[config.mk]
export PLATFORM = sky130hd
export DESIGN_NAME = base64_stream_decoder
export DESIGN_NICKNAME = d
export VERILOG_FILES = /design/src/rtl/core/b64d_pkg.sv /design/src/rtl/core/b64d_core.sv /design/src/rtl/core/b64d_out_fifo.sv /design/src/rtl/core/base64_stream_decoder.sv
export SDC_FILE = /design/constraint.sdc
export NUM_CORES = 1
export LEC_CHECK = 0
export BUFFER_PORTS_ARGS = -buffer_cell sky130_fd_sc_hd__buf_4
export CORE_ASPECT_RATIO = 2
export CORE_MARGIN = 3
export CORE_UTILIZATION = 55
export DETAILED_ROUTE_END_ITERATION = 8
export PLACE_DENSITY_LB_ADDON = 0.05
export SLEW_MARGIN = 40
export SYNTH_ARGS = -nofsm -noshare
export SYNTH_HDL_FRONTEND = slang
export SYNTH_HIERARCHICAL = 1
export SYNTH_SLANG_ARGS = --single-unit
[constraint.sdc]
create_clock -name aclk -period 10.43 [get_ports aclk]
set_input_delay 2.086 -clock aclk [delete_from_list [all_inputs] [get_ports aclk]]
set_output_delay 2.086 -clock aclk [all_outputs]
set_load 0.05 [all_outputs]
[src/rtl/core/b64d_pkg.sv]
// ----------------------------------------------------------------------------
// b64d_pkg: shared types and constants of the base64 stream decoder
// Holds the channel payload structs, the group record that passes from the
// decode stage to the output buffer, and the alphabet lookup.
// ----------------------------------------------------------------------------
package b64d_pkg;

    localparam int unsigned COUNT_BITS_DEF   = 32;
    localparam int unsigned GROUP_FIFO_DEPTH = 4;
    localparam int unsigned GROUP_BYTES      = 3;
    localparam logic [31:0] MAX_OUT_RESET    = 32'hFFFF_FFFF;
    localparam logic [7:0]  PAD_CODE         = 8'h3D;

    localparam logic [5:0] LOWER_BASE = 6'd26;
    localparam logic [5:0] DIGIT_BASE = 6'd52;
    localparam logic [5:0] PLUS_VALUE = 6'd62;
    localparam logic [5:0] SLASH_VALUE = 6'd63;

    typedef struct packed {
        logic [7:0] char_code;
        logic       last_char;
    } in_item_t;

    typedef struct packed {
        logic [7:0] data_byte;
        logic       is_error;
        logic       end_of_message;
    } out_item_t;

    // Up to three results caused by one character; res[0] goes out first.
    typedef struct packed {
        out_item_t [GROUP_BYTES-1:0] res;
        logic [1:0]                  count;
    } group_t;

    typedef struct packed {
        logic       valid;
        logic [5:0] value;
    } sextet_t;

    function automatic sextet_t sextet_of(input logic [7:0] c);
        sextet_t s;
        s.valid = 1'b1;
        s.value = '0;
        if (c inside {[8'h41:8'h5A]}) begin
            s.value = 6'(c - 8'h41);
        end else if (c inside {[8'h61:8'h7A]}) begin
            s.value = 6'(c - 8'h61) + LOWER_BASE;
        end else if (c inside {[8'h30:8'h39]}) begin
            s.value = 6'(c - 8'h30) + DIGIT_BASE;
        end else if (c == 8'h2B) begin
            s.value = PLUS_VALUE;
        end else if (c == 8'h2F) begin
            s.value = SLASH_VALUE;
        end else begin
            s.valid = 1'b0;
        end
        return s;
    endfunction

endpackage

[src/rtl/core/b64d_core.sv]
// ----------------------------------------------------------------------------
// b64d_core: group assembly and decode
// Keeps the per-message state and turns one registered character into zero
// to three results in a single pass of logic.
// ----------------------------------------------------------------------------
module b64d_core #(
    parameter int unsigned COUNT_BITS = b64d_pkg::COUNT_BITS_DEF
) (
    input  logic               aclk,
    input  logic               aresetn,
    input  logic               item_valid,
    input  b64d_pkg::in_item_t item,
    input  logic [31:0]        max_out_bytes,
    output b64d_pkg::group_t   grp
);
    import b64d_pkg::*;

    localparam int unsigned LIM_W = ((COUNT_BITS > 32) ? COUNT_BITS : 32) + 1;

    logic [17:0]           sextet_reg, sextet_next;
    logic [1:0]            pos_reg, pos_next;
    logic                  third_pad_reg, third_pad_next;
    logic                  group_bad_reg, group_bad_next;
    logic [COUNT_BITS-1:0] bytes_reg, bytes_next;
    logic                  discard_reg, discard_next;

    sextet_t     sx;
    logic        is_pad;
    logic        bad;
    logic [1:0]  nbytes;
    logic [23:0] triple;
    logic [LIM_W-1:0] limit;
    logic [LIM_W-1:0] max_ext;
    logic [LIM_W-1:0] mask_ext;
    logic [LIM_W-1:0] sum_ext;
    logic        overflow;
    out_item_t   err_item;

    assign sx       = sextet_of(item.char_code);
    assign is_pad   = (item.char_code == PAD_CODE);
    assign err_item = '{data_byte: 8'h00, is_error: 1'b1, end_of_message: 1'b1};

    assign bad = group_bad_reg || (!is_pad && !sx.valid) || (third_pad_reg && !is_pad)
               || (is_pad && !item.last_char);
    assign nbytes = 2'd3 - {1'b0, is_pad} - {1'b0, third_pad_reg};
    assign triple = {sextet_reg, (is_pad ? 6'd0 : sx.value)};

    // The limit is the register value, clipped to what the byte counter holds.
    assign max_ext  = LIM_W'(max_out_bytes);
    assign mask_ext = LIM_W'({COUNT_BITS{1'b1}});
    assign limit    = (max_ext > mask_ext) ? mask_ext : max_ext;
    assign sum_ext  = LIM_W'(bytes_reg) + LIM_W'(nbytes);
    assign overflow = sum_ext > limit;

    always_comb begin
        sextet_next    = sextet_reg;
        pos_next       = pos_reg;
        third_pad_next = third_pad_reg;
        group_bad_next = group_bad_reg;
        bytes_next     = bytes_reg;
        discard_next   = discard_reg;
        grp            = '0;

        if (item_valid) begin
            if (discard_reg) begin
                if (item.last_char) begin
                    discard_next = 1'b0;
                    bytes_next   = '0;
                end
            end else if (pos_reg != 2'd3) begin
                if (pos_reg == 2'd2 && is_pad) begin
                    third_pad_next = 1'b1;
                end else if (!sx.valid) begin
                    group_bad_next = 1'b1;
                end else begin
                    case (pos_reg)
                        2'd0:    sextet_next = sextet_reg | {sx.value, 12'd0};
                        2'd1:    sextet_next = sextet_reg | {6'd0, sx.value, 6'd0};
                        default: sextet_next = sextet_reg | {12'd0, sx.value};
                    endcase
                end
                pos_next = pos_reg + 2'd1;
                // A message that ends inside a group is short.
                if (item.last_char) begin
                    grp.res[0]     = err_item;
                    grp.count      = 2'd1;
                    sextet_next    = '0;
                    pos_next       = '0;
                    third_pad_next = 1'b0;
                    group_bad_next = 1'b0;
                    bytes_next     = '0;
                end
            end else begin
                sextet_next    = '0;
                pos_next       = '0;
                third_pad_next = 1'b0;
                group_bad_next = 1'b0;
                if (bad || overflow) begin
                    grp.res[0]   = err_item;
                    grp.count    = 2'd1;
                    discard_next = !item.last_char;
                    if (item.last_char) begin
                        bytes_next = '0;
                    end
                end else begin
                    grp.count = nbytes;
                    grp.res[0].data_byte = triple[23:16];
                    grp.res[1].data_byte = triple[15:8];
                    grp.res[2].data_byte = triple[7:0];
                    case (nbytes)
                        2'd1:    grp.res[0].end_of_message = item.last_char;
                        2'd2:    grp.res[1].end_of_message = item.last_char;
                        default: grp.res[2].end_of_message = item.last_char;
                    endcase
                    bytes_next = item.last_char ? '0 : bytes_reg + COUNT_BITS'(nbytes);
                end
            end
        end
    end

    always_ff @(posedge aclk) begin
        if (!aresetn) begin
            sextet_reg    <= '0;
            pos_reg       <= '0;
            third_pad_reg <= 1'b0;
            group_bad_reg <= 1'b0;
            bytes_reg     <= '0;
            discard_reg   <= 1'b0;
        end else begin
            sextet_reg    <= sextet_next;
            pos_reg       <= pos_next;
            third_pad_reg <= third_pad_next;
            group_bad_reg <= group_bad_next;
            bytes_reg     <= bytes_next;
            discard_reg   <= discard_next;
        end
    end

endmodule

[src/rtl/core/b64d_out_fifo.sv]
// ----------------------------------------------------------------------------
// b64d_out_fifo: result buffer
// Stores whole groups of results and hands them out one result per transfer.
// ----------------------------------------------------------------------------
module b64d_out_fifo (
    input  logic                aclk,
    input  logic                aresetn,
    input  logic                wr_en,
    input  b64d_pkg::group_t    wr_group,
    output logic                full,
    output logic                m_valid,
    input  logic                m_ready,
    output b64d_pkg::out_item_t m_data
);
    import b64d_pkg::*;

    localparam int unsigned PTR_W  = $clog2(GROUP_FIFO_DEPTH);
    localparam int unsigned FILL_W = $clog2(GROUP_FIFO_DEPTH + 1);

    group_t             entries_reg [GROUP_FIFO_DEPTH];
    logic [PTR_W-1:0]   wr_ptr_reg, wr_ptr_next;
    logic [PTR_W-1:0]   rd_ptr_reg, rd_ptr_next;
    logic [FILL_W-1:0]  fill_reg, fill_next;
    logic [1:0]         idx_reg, idx_next;
    group_t             head;
    logic               push;
    logic               pop;
    logic               take;

    assign head    = entries_reg[rd_ptr_reg];
    assign full    = (fill_reg == FILL_W'(GROUP_FIFO_DEPTH));
    assign m_valid = (fill_reg != '0);
    assign m_data  = head.res[idx_reg];

    assign push = wr_en && (wr_group.count != 2'd0);
    assign take = m_valid && m_ready;
    assign pop  = take && (idx_reg == 2'(head.count - 2'd1));

    always_comb begin
        wr_ptr_next = push ? wr_ptr_reg + PTR_W'(1) : wr_ptr_reg;
        rd_ptr_next = pop ? rd_ptr_reg + PTR_W'(1) : rd_ptr_reg;
        fill_next   = fill_reg + FILL_W'(push) - FILL_W'(pop);
        if (pop) begin
            idx_next = 2'd0;
        end else if (take) begin
            idx_next = idx_reg + 2'd1;
        end else begin
            idx_next = idx_reg;
        end
    end

    always_ff @(posedge aclk) begin
        if (!aresetn) begin
            wr_ptr_reg <= '0;
            rd_ptr_reg <= '0;
            fill_reg   <= '0;
            idx_reg    <= '0;
        end else begin
            wr_ptr_reg <= wr_ptr_next;
            rd_ptr_reg <= rd_ptr_next;
            fill_reg   <= fill_next;
            idx_reg    <= idx_next;
        end
    end

    always_ff @(posedge aclk) begin
        if (push) begin
            entries_reg[wr_ptr_reg] <= wr_group;
        end
    end

endmodule

[src/rtl/core/base64_stream_decoder.sv]
// ----------------------------------------------------------------------------
// base64_stream_decoder: streaming base64 decoder, standard alphabet
// Input: one character per s_ transfer, with last_char on the final one of a
// message. Output: one decoded byte or one error result per m_ transfer;
// end_of_message marks the final byte and every error result.
// A character is registered, decoded in one pass together with the group
// state, and the zero to three results it causes are written as one group
// into a four-group output buffer. The first result of a group is shown on
// m_ after the character that completes the group has passed the input
// register and the group has reached the head of the output buffer.
// The block takes one character per cycle while the output buffer has a free
// group slot; with m_ready high that holds indefinitely, as four characters
// yield at most three bytes. When the receiver stalls, the buffer fills up to
// four groups; the next character is then held in the input register and
// s_ready stays low until the last result of the oldest group has left.
// Reset (aresetn low, synchronous) empties the buffer, clears the message
// state and sets max_out_bytes to all ones. A cfg_wr_en write takes effect
// for the next character decoded; write it only between messages.
// ----------------------------------------------------------------------------
module base64_stream_decoder #(
    parameter int unsigned COUNT_BITS = b64d_pkg::COUNT_BITS_DEF
) (
    input  logic                aclk,
    input  logic                aresetn,
    input  logic                cfg_wr_en,
    input  logic [31:0]         cfg_wr_data,
    input  logic                s_valid,
    output logic                s_ready,
    input  b64d_pkg::in_item_t  s_data,
    output logic                m_valid,
    input  logic                m_ready,
    output b64d_pkg::out_item_t m_data
);
    import b64d_pkg::*;

    logic [31:0] max_out_reg, max_out_next;
    logic        in_valid_reg, in_valid_next;
    in_item_t    in_data_reg;
    logic        fifo_full;
    logic        consume;
    group_t      grp;

    assign consume = in_valid_reg && !fifo_full;
    assign s_ready = !in_valid_reg || !fifo_full;

    always_comb begin
        max_out_next  = cfg_wr_en ? cfg_wr_data : max_out_reg;
        in_valid_next = (s_valid && s_ready) ? 1'b1 : (consume ? 1'b0 : in_valid_reg);
    end

    always_ff @(posedge aclk) begin
        if (!aresetn) begin
            max_out_reg  <= MAX_OUT_RESET;
            in_valid_reg <= 1'b0;
        end else begin
            max_out_reg  <= max_out_next;
            in_valid_reg <= in_valid_next;
        end
    end

    always_ff @(posedge aclk) begin
        if (s_valid && s_ready) begin
            in_data_reg <= s_data;
        end
    end

    b64d_core #(
        .COUNT_BITS(COUNT_BITS)
    ) u_core (
        .aclk         (aclk),
        .aresetn      (aresetn),
        .item_valid   (consume),
        .item         (in_data_reg),
        .max_out_bytes(max_out_reg),
        .grp          (grp)
    );

    b64d_out_fifo u_out_fifo (
        .aclk    (aclk),
        .aresetn (aresetn),
        .wr_en   (consume),
        .wr_group(grp),
        .full    (fifo_full),
        .m_valid (m_valid),
        .m_ready (m_ready),
        .m_data  (m_data)
    );

endmodule

==> impl_metrics.yaml, run 1 <==
status:
  status: "complete, no violations"
sta:
  finClkSkew_ps: 12.0
  fmax_ghz: 0.124
  fin_tns_setup_ps: 0
  rsz0062_at_grt: "false"
  setup_violations: 0
  drv_slew: 0
  setup_slack_ps: 2370
  hold_viol: 0
  worstMarginPinSlew_ps: 774
  fin_crit_ps: 8060
  period_share_pct: 77.3
  maxSlewHeadroom_pct: 48.4
clock_network:
  cts_root_buf: "clkbuf_16"
  cts.sinks: 236
  hold_buffers: 0
  cts-resized-gates: 0
  clk_latency_ps: 510
  cts-buffers-inserted: 21
  htree_levels: 1
  cts.reportedPaths.clkPinSlew_ps: 70
  clock_path_buffers: 3
  post_cts_buffers: 0
  cts_tree: "built"
route:
  drt-total-wl_um: 26200
  drc: 0
  firstDrtPassIters: 4
  wl_per_cell_um: 19.1
  drt_iter0_drc: 268
  via_per_inst: 5.79
  num_vias: 7968
  ant_nets: 0
final_layout:
  nets: 1197
  fillers: 1728
  largest_register_ffs: 128
  antenna_cells: 0
  syn_to_final_growth_pct: 11.5
  drive_gt1_share_pct: 15.8
place:
  dpl.hpwl_um: 19200
  pre_cts_ws_ps: 2360
  place.port_buffers: 57
  gp_congestion: 0.896
grt:
  grt_pass1_wl_um: 41800
  grt_overflow: 0
  grt_usage_pct: 23.0
  grt_pass1_vias: 8212
  grt_max_degree: 54
  antenna_found_initial: 0
logic_synthesis:
  avgSynthCellArea_um2: 11.4
  synth_area_um2: 11900
  yosysSeqAreaShare_pct: 51.2
  yosys-top-cells-area: "edfxtp_1, dfxtp_1, ha_1"
  yosys_most_used_dff: "edfxtp_1"
  ys_types: 85
  yosysTopAreaCell: "edfxtp_1"
  yosys_warnings: 6
  async_flop_share_pct: 0
  synth_top_area_share_pct: 34.5
  synthesis.instances: 1044
  synth_edf_count: 137
  ys_ff_latch: 236
job:
  cap_viol_max_count: 0
power:
  ir_drop_mv: 0.144
  p_leak_nw: 5.30
  p_per_area_nw_per_um2: 150
floorplan:
  ioPinCount: 58
  rows: 75
  dieArea_um2: 23600
  die_w_um: 110
  die_h_um: 214
  coreArea_um2: 21100
  initial_core_util_pct: 56.4
critical_path:
  worst_setup_path_start_kind: "flip-flop"
  r2r_slack_ps: 2370
  endpoint_kind: "flip-flop"
  critPathMaxStageDelay_ps: 550
  critPathArrivalTime_ps: 8470
  path_common_cell: "ha_1"
  worstRegToRegCells: 30
  reg2reg_from: "in_data_reg[3]"
  path_class: "reg2reg"
  timing.rr.end: "u_out_fifo/fill_reg[2]"
  cp_max_fo: 12
  required_ps: 10840
  slowest_stage: "edfxtp_1"
worst_hold_path:
  hold_end: "u_core/sextet_reg[15]"
  hold_start: "u_core/sextet_reg[15]"
  hp-class: "reg2reg"
  whs_path_depth: 2
[stage by stage]
step | cell area (um^2) | power (mW) | util (%) | hold slack [ps] | cells
CTS | 13300 | 2.02 | 62.9 | 457 | 1375
finish | 13300 | 2.00 | 62.9 | 448 | 1375
floorplan | 11900 | 1.11 | - | 417 | 1045
detailed placement | 12500 | 1.15 | 59.2 | 442 | 1337
global route | 13300 | 2.07 | 62.9 | 498 | 1375
global placement | 12500 | 1.15 | 59.2 | 435 | 1336
[cell usage after synthesis, types with 14 or more instances]
library cell	number
o21ai_0	27
and3_1	17
edfxtp_1	137
mux2i_1	47
xnor2_1	16
nor2_1	42
nand3_1	43
and2_1	35
clkbuf_1	20
nor2b_1	19
ha_1	58
a21oi_1	33
nand2_1	121
inv_1	72
or2_2	14
dfxtp_1	99
mux4_2	32
[per-layer routing]
layer	vias to the layer above	wire length (um)	global-route usage [%]
li1	3888	-	-
met1	3884	8750	22.6
met2	138	15600	45.5
met3	58	761	2.41
met4	0	1150	10.2
met5	-	0	0
[worst max-delay path: cells and delay by family (launching register included)]
kind                     cells  cell delay (ps)
AO/OA/AOI/OAI                2              440
flip-flops                   1              550
buffers and inverters        5              320
adder cells (fa/ha/maj)      8             2440
AND/OR/NAND/NOR             12             3810
XOR/XNOR                     3              370
[where the power goes]
| part | internal [mW] | switching [mW] | total [mW] |
|---|---|---|---|
| Combinational | 0.0517 | 0.0760 | 0.128 |
| Sequential | 0.991 | 0.0127 | 1.00 |
| Clock | 0.521 | 0.343 | 0.865 |
| Total | 1.56 | 0.432 | 2.00 |
[layout make-up]
cell class / count / area [um^2] / share of cell area [%]
inverter: 72 / 270 / 2.03
sequential: 236 / 6100 / 45.9
tap: 269 / 337 / 2.53
clock inverter: 16 / 244 / 1.84
multi-input combinational: 691 / 5280 / 39.8
timing repair buffer: 69 / 526 / 3.96
clock buffer: 22 / 529 / 3.98
[cells in the final DEF, fill, tap and decap left out, drive strengths merged, types with 5 or more instances in the layout]
cell type	n
nor2b	19
buf	69
dfxtp	99
mux4	32
nand3b	8
nand4	13
clkinv	6
nor3b	5
nor3	9
nand2	121
and2	35
and4	10
a21o	7
nor2	43
o211ai	7
a31oi	8
nand2b	8
or4b	8
a211oi	6
a21boi	5
bufinv	6
nand3	43
edfxtp	137
ha	58
inv	74
xnor2	17
xor2	5
o22ai	13
o21a	7
clkbuf	22
o21ai	38
or2	15
mux2i	48
and3	17
a21oi	33
[worst max path at each step]
stage	cells after the start	start	slack, ps	endpoint
4_1_cts	30	in_data_reg[3]	2330	u_out_fifo/fill_reg[2]
6_report	30	in_data_reg[3]	2370	u_out_fifo/fill_reg[2]
5_1_grt	30	in_data_reg[3]	1520	u_out_fifo/fill_reg[2]
2_1_floorplan	33	in_data_reg[4]	3390	u_out_fifo/fill_reg[2]
3_5_place_dp	30	in_data_reg[3]	2360	u_out_fifo/fill_reg[2]
3_3_place_gp	30	in_data_reg[3]	2540	u_out_fifo/fill_reg[2]
[cells by family after synthesis]
group / after synthesis / share of synthesized area, %
AO/OA/AOI/OAI: 159 / 9.38
multiplexers: 81 / 10.2
AND/OR/NAND/NOR: 367 / 16.4
buffers and inverters: 118 / 4.61
flip-flops: 236 / 51.2
adder cells (fa/ha/maj): 60 / 6.43
other: 1 / 0.0315
XOR/XNOR: 22 / 1.77
No activity file was read; power rests on OpenSTA's default activity.
==> run 2: changes to the inputs <==
==> constraint.sdc (replaced) <==
create_clock -name aclk -period 6.62 [get_ports aclk]
set_input_delay 1.324 -clock aclk [delete_from_list [all_inputs] [get_ports aclk]]
set_output_delay 1.324 -clock aclk [all_outputs]
set_load 0.05 [all_outputs]
==> run 2 against run 1 <==
Wire length grew 7.1%; sequential share of layout area shrank 1.3 points; highest routed layer unchanged; total power grew 50%; worst hold slack gained 1.6 ps; setup slack lost 2100 ps; sequential power grew 57%; final cell count grew 2.8%; largest cell class unchanged; via count grew 3.3%; first-iteration DRC count grew 7.8%; die area is the same; combinational power grew 73%; count of clock-buffer cells in the layout grew 6.
==> impl_metrics.yaml, run 2 (synthesis results as in run 1) <==
route:
  wl_met3_um: 735
  drc: 0
  firstDrtPassIters: 5
  via_per_inst: 5.82
  wl_per_cell_um: 19.9
  wl_met1_um: 9330
  wl_met2_um: 16600
  drt-total-wl_um: 28100
  num_vias: 8227
  drt_iter0_drc: 289
  ant_nets: 0
  highest_layer: "met4"
final_layout:
  antenna_cells: 0
  layout_commonest_cell: "edfxtp_1"
  mostFrequentLayoutCells: "edfxtp_1, nand2_1, buf_4"
  syn_to_final_growth_pct: 14.8
  nets: 1236
  finalCoreUtilization_pct: 64.8
  regArea_um2: 6100
  largest_register_ffs: 128
  multiInputGateArea_um2: 5440
  final_area_um2: 13700
  fillers: 1705
  drive_gt1_share_pct: 21.0
critical_path:
  reg2reg_from: "in_data_reg[8]"
  r2r_slack_ps: 230
  endpoint: "u_out_fifo/fill_reg[2]"
  startpoint: "in_data_reg[8]"
  slowest_stage: "or4b_4"
  worst_setup_path_start_kind: "flip-flop"
  timing.rr.end: "u_out_fifo/fill_reg[2]"
  endpoint_kind: "flip-flop"
  path_class: "reg2reg"
  required_ps: 7010
  critPathArrivalTime_ps: 6780
  cp_max_fo: 4
  worstRegToRegCells: 31
  critPathMaxStageDelay_ps: 530
floorplan:
  coreArea_um2: 21100
  die_h_um: 214
  die_w_um: 110
  dieArea_um2: 23600
  initial_core_util_pct: 56.4
  rows: 75
  ioPinCount: 58
grt:
  grt_overflow: 0
  grt_max_degree: 54
  grt_pass1_wl_um: 44300
  antenna_found_initial: 0
  grt_usage_pct: 24.4
  grt_pass1_vias: 8439
power:
  p_per_area_nw_per_um2: 220
  clockPowerShare_pct: 40.2
  sw_frac_of_total_pct: 22.1
  internal-power_mw: 2.34
  p_switching_mw: 0.665
  p_comb_share_pct: 7.4
  p_leak_nw: 5.47
  seqPwrFrac_pct: 52.4
  ir_drop_mv: 0.211
sta:
  setup_violations: 0
  setup_slack_ps: 232
  worstMarginPinSlew_ps: 812
  finClkSkew_ps: 10.9
  fin_crit_ps: 6390
  maxSlewHeadroom_pct: 45.9
  drv_slew: 0
  fmax_ghz: 0.157
  period_share_pct: 96.5
  fin_hold_ws_ps: 450
  hold_viol: 0
job:
  cap_viol_max_count: 0
worst_hold_path:
  hp-class: "reg2reg"
clock_network:
  cts-buffers-inserted: 21
  clk_latency_ps: 500
  htree_levels: 1
  cts.reportedPaths.clkPinSlew_ps: 70
  cts_root_buf: "clkbuf_16"
  clock_path_buffers: 3
  cts_tree: "built"
  cts.sinks: 236
place:
  gp_congestion: 0.955
  pre_cts_ws_ps: 66.2
  post_dp_cell_area_um2: 12800
  dpl.hpwl_um: 20700
  place.port_buffers: 57
status:
  status: "complete, no violations"
## run 2: power by group through the flow
stage | Sequential, mW | Clock, mW | Combinational, mW
global route | 1.58 | 1.29 | 0.244
finish | 1.57 | 1.21 | 0.222
CTS | 1.57 | 1.24 | 0.220
detailed placement | 1.61 | 0 | 0.219
floorplan | 1.60 | 0 | 0.147
global placement | 1.61 | 0 | 0.218
## run 2: critical path: cells and delay by family (launching register included)
family                   cells  cell delay, ps
AO/OA/AOI/OAI                3             410
AND/OR/NAND/NOR             13            3130
adder cells (fa/ha/maj)      7            1620
buffers and inverters        6             430
XOR/XNOR                     2             270
flip-flops                   1             410
## run 2: area by class of cell
type,count,area share (%)
tap,269,2.46
timing repair buffer,108,6.29
sequential,236,44.6
clock buffer,28,4.18
clock inverter,9,0.741
inverter,72,1.98
multi-input combinational,691,39.8
## run 2: repair_timing
item	in CTS	in global routing
setup endpoints to repair	0	2
buffers inserted	0	9
hold buffers	0	0
gates resized for setup	0	31
## run 2: worst min-delay path by stage
| stage | from | endpoint | slack (ps) | cells past startpoint |
|---|---|---|---|---|
| final | u_core/sextet_reg[3] | u_core/sextet_reg[3] | 450 | 2 |
| after global routing | u_core/sextet_reg[17] | u_core/sextet_reg[17] | 470 | 2 |
| after CTS | u_core/sextet_reg[3] | u_core/sextet_reg[3] | 450 | 2 |
| after detailed placement | u_core/sextet_reg[3] | u_core/sextet_reg[3] | 440 | 2 |
| after global placement | u_core/sextet_reg[3] | u_core/sextet_reg[3] | 430 | 2 |
| after floorplan | u_core/sextet_reg[15] | u_core/sextet_reg[15] | 420 | 2 |
## run 2: through the flow
stage          power [mW]  setup TNS, ps  cells
2_1_floorplan        1.75              0   1045
3_3_place_gp         1.82              0   1367
3_5_place_dp         1.83              0   1367
4_1_cts              3.03              0   1404
5_1_grt              3.11          -45.4   1413
6_report             3.00              0   1413
## run 2: routing by layer
layer | vias to the layer above | track usage [%]
met2 | 154 | 48.4
met3 | 69 | 2.32
met4 | 0 | 11.5
met5 | - | 0
met1 | 4021 | 23.7
li1 | 3983 | -
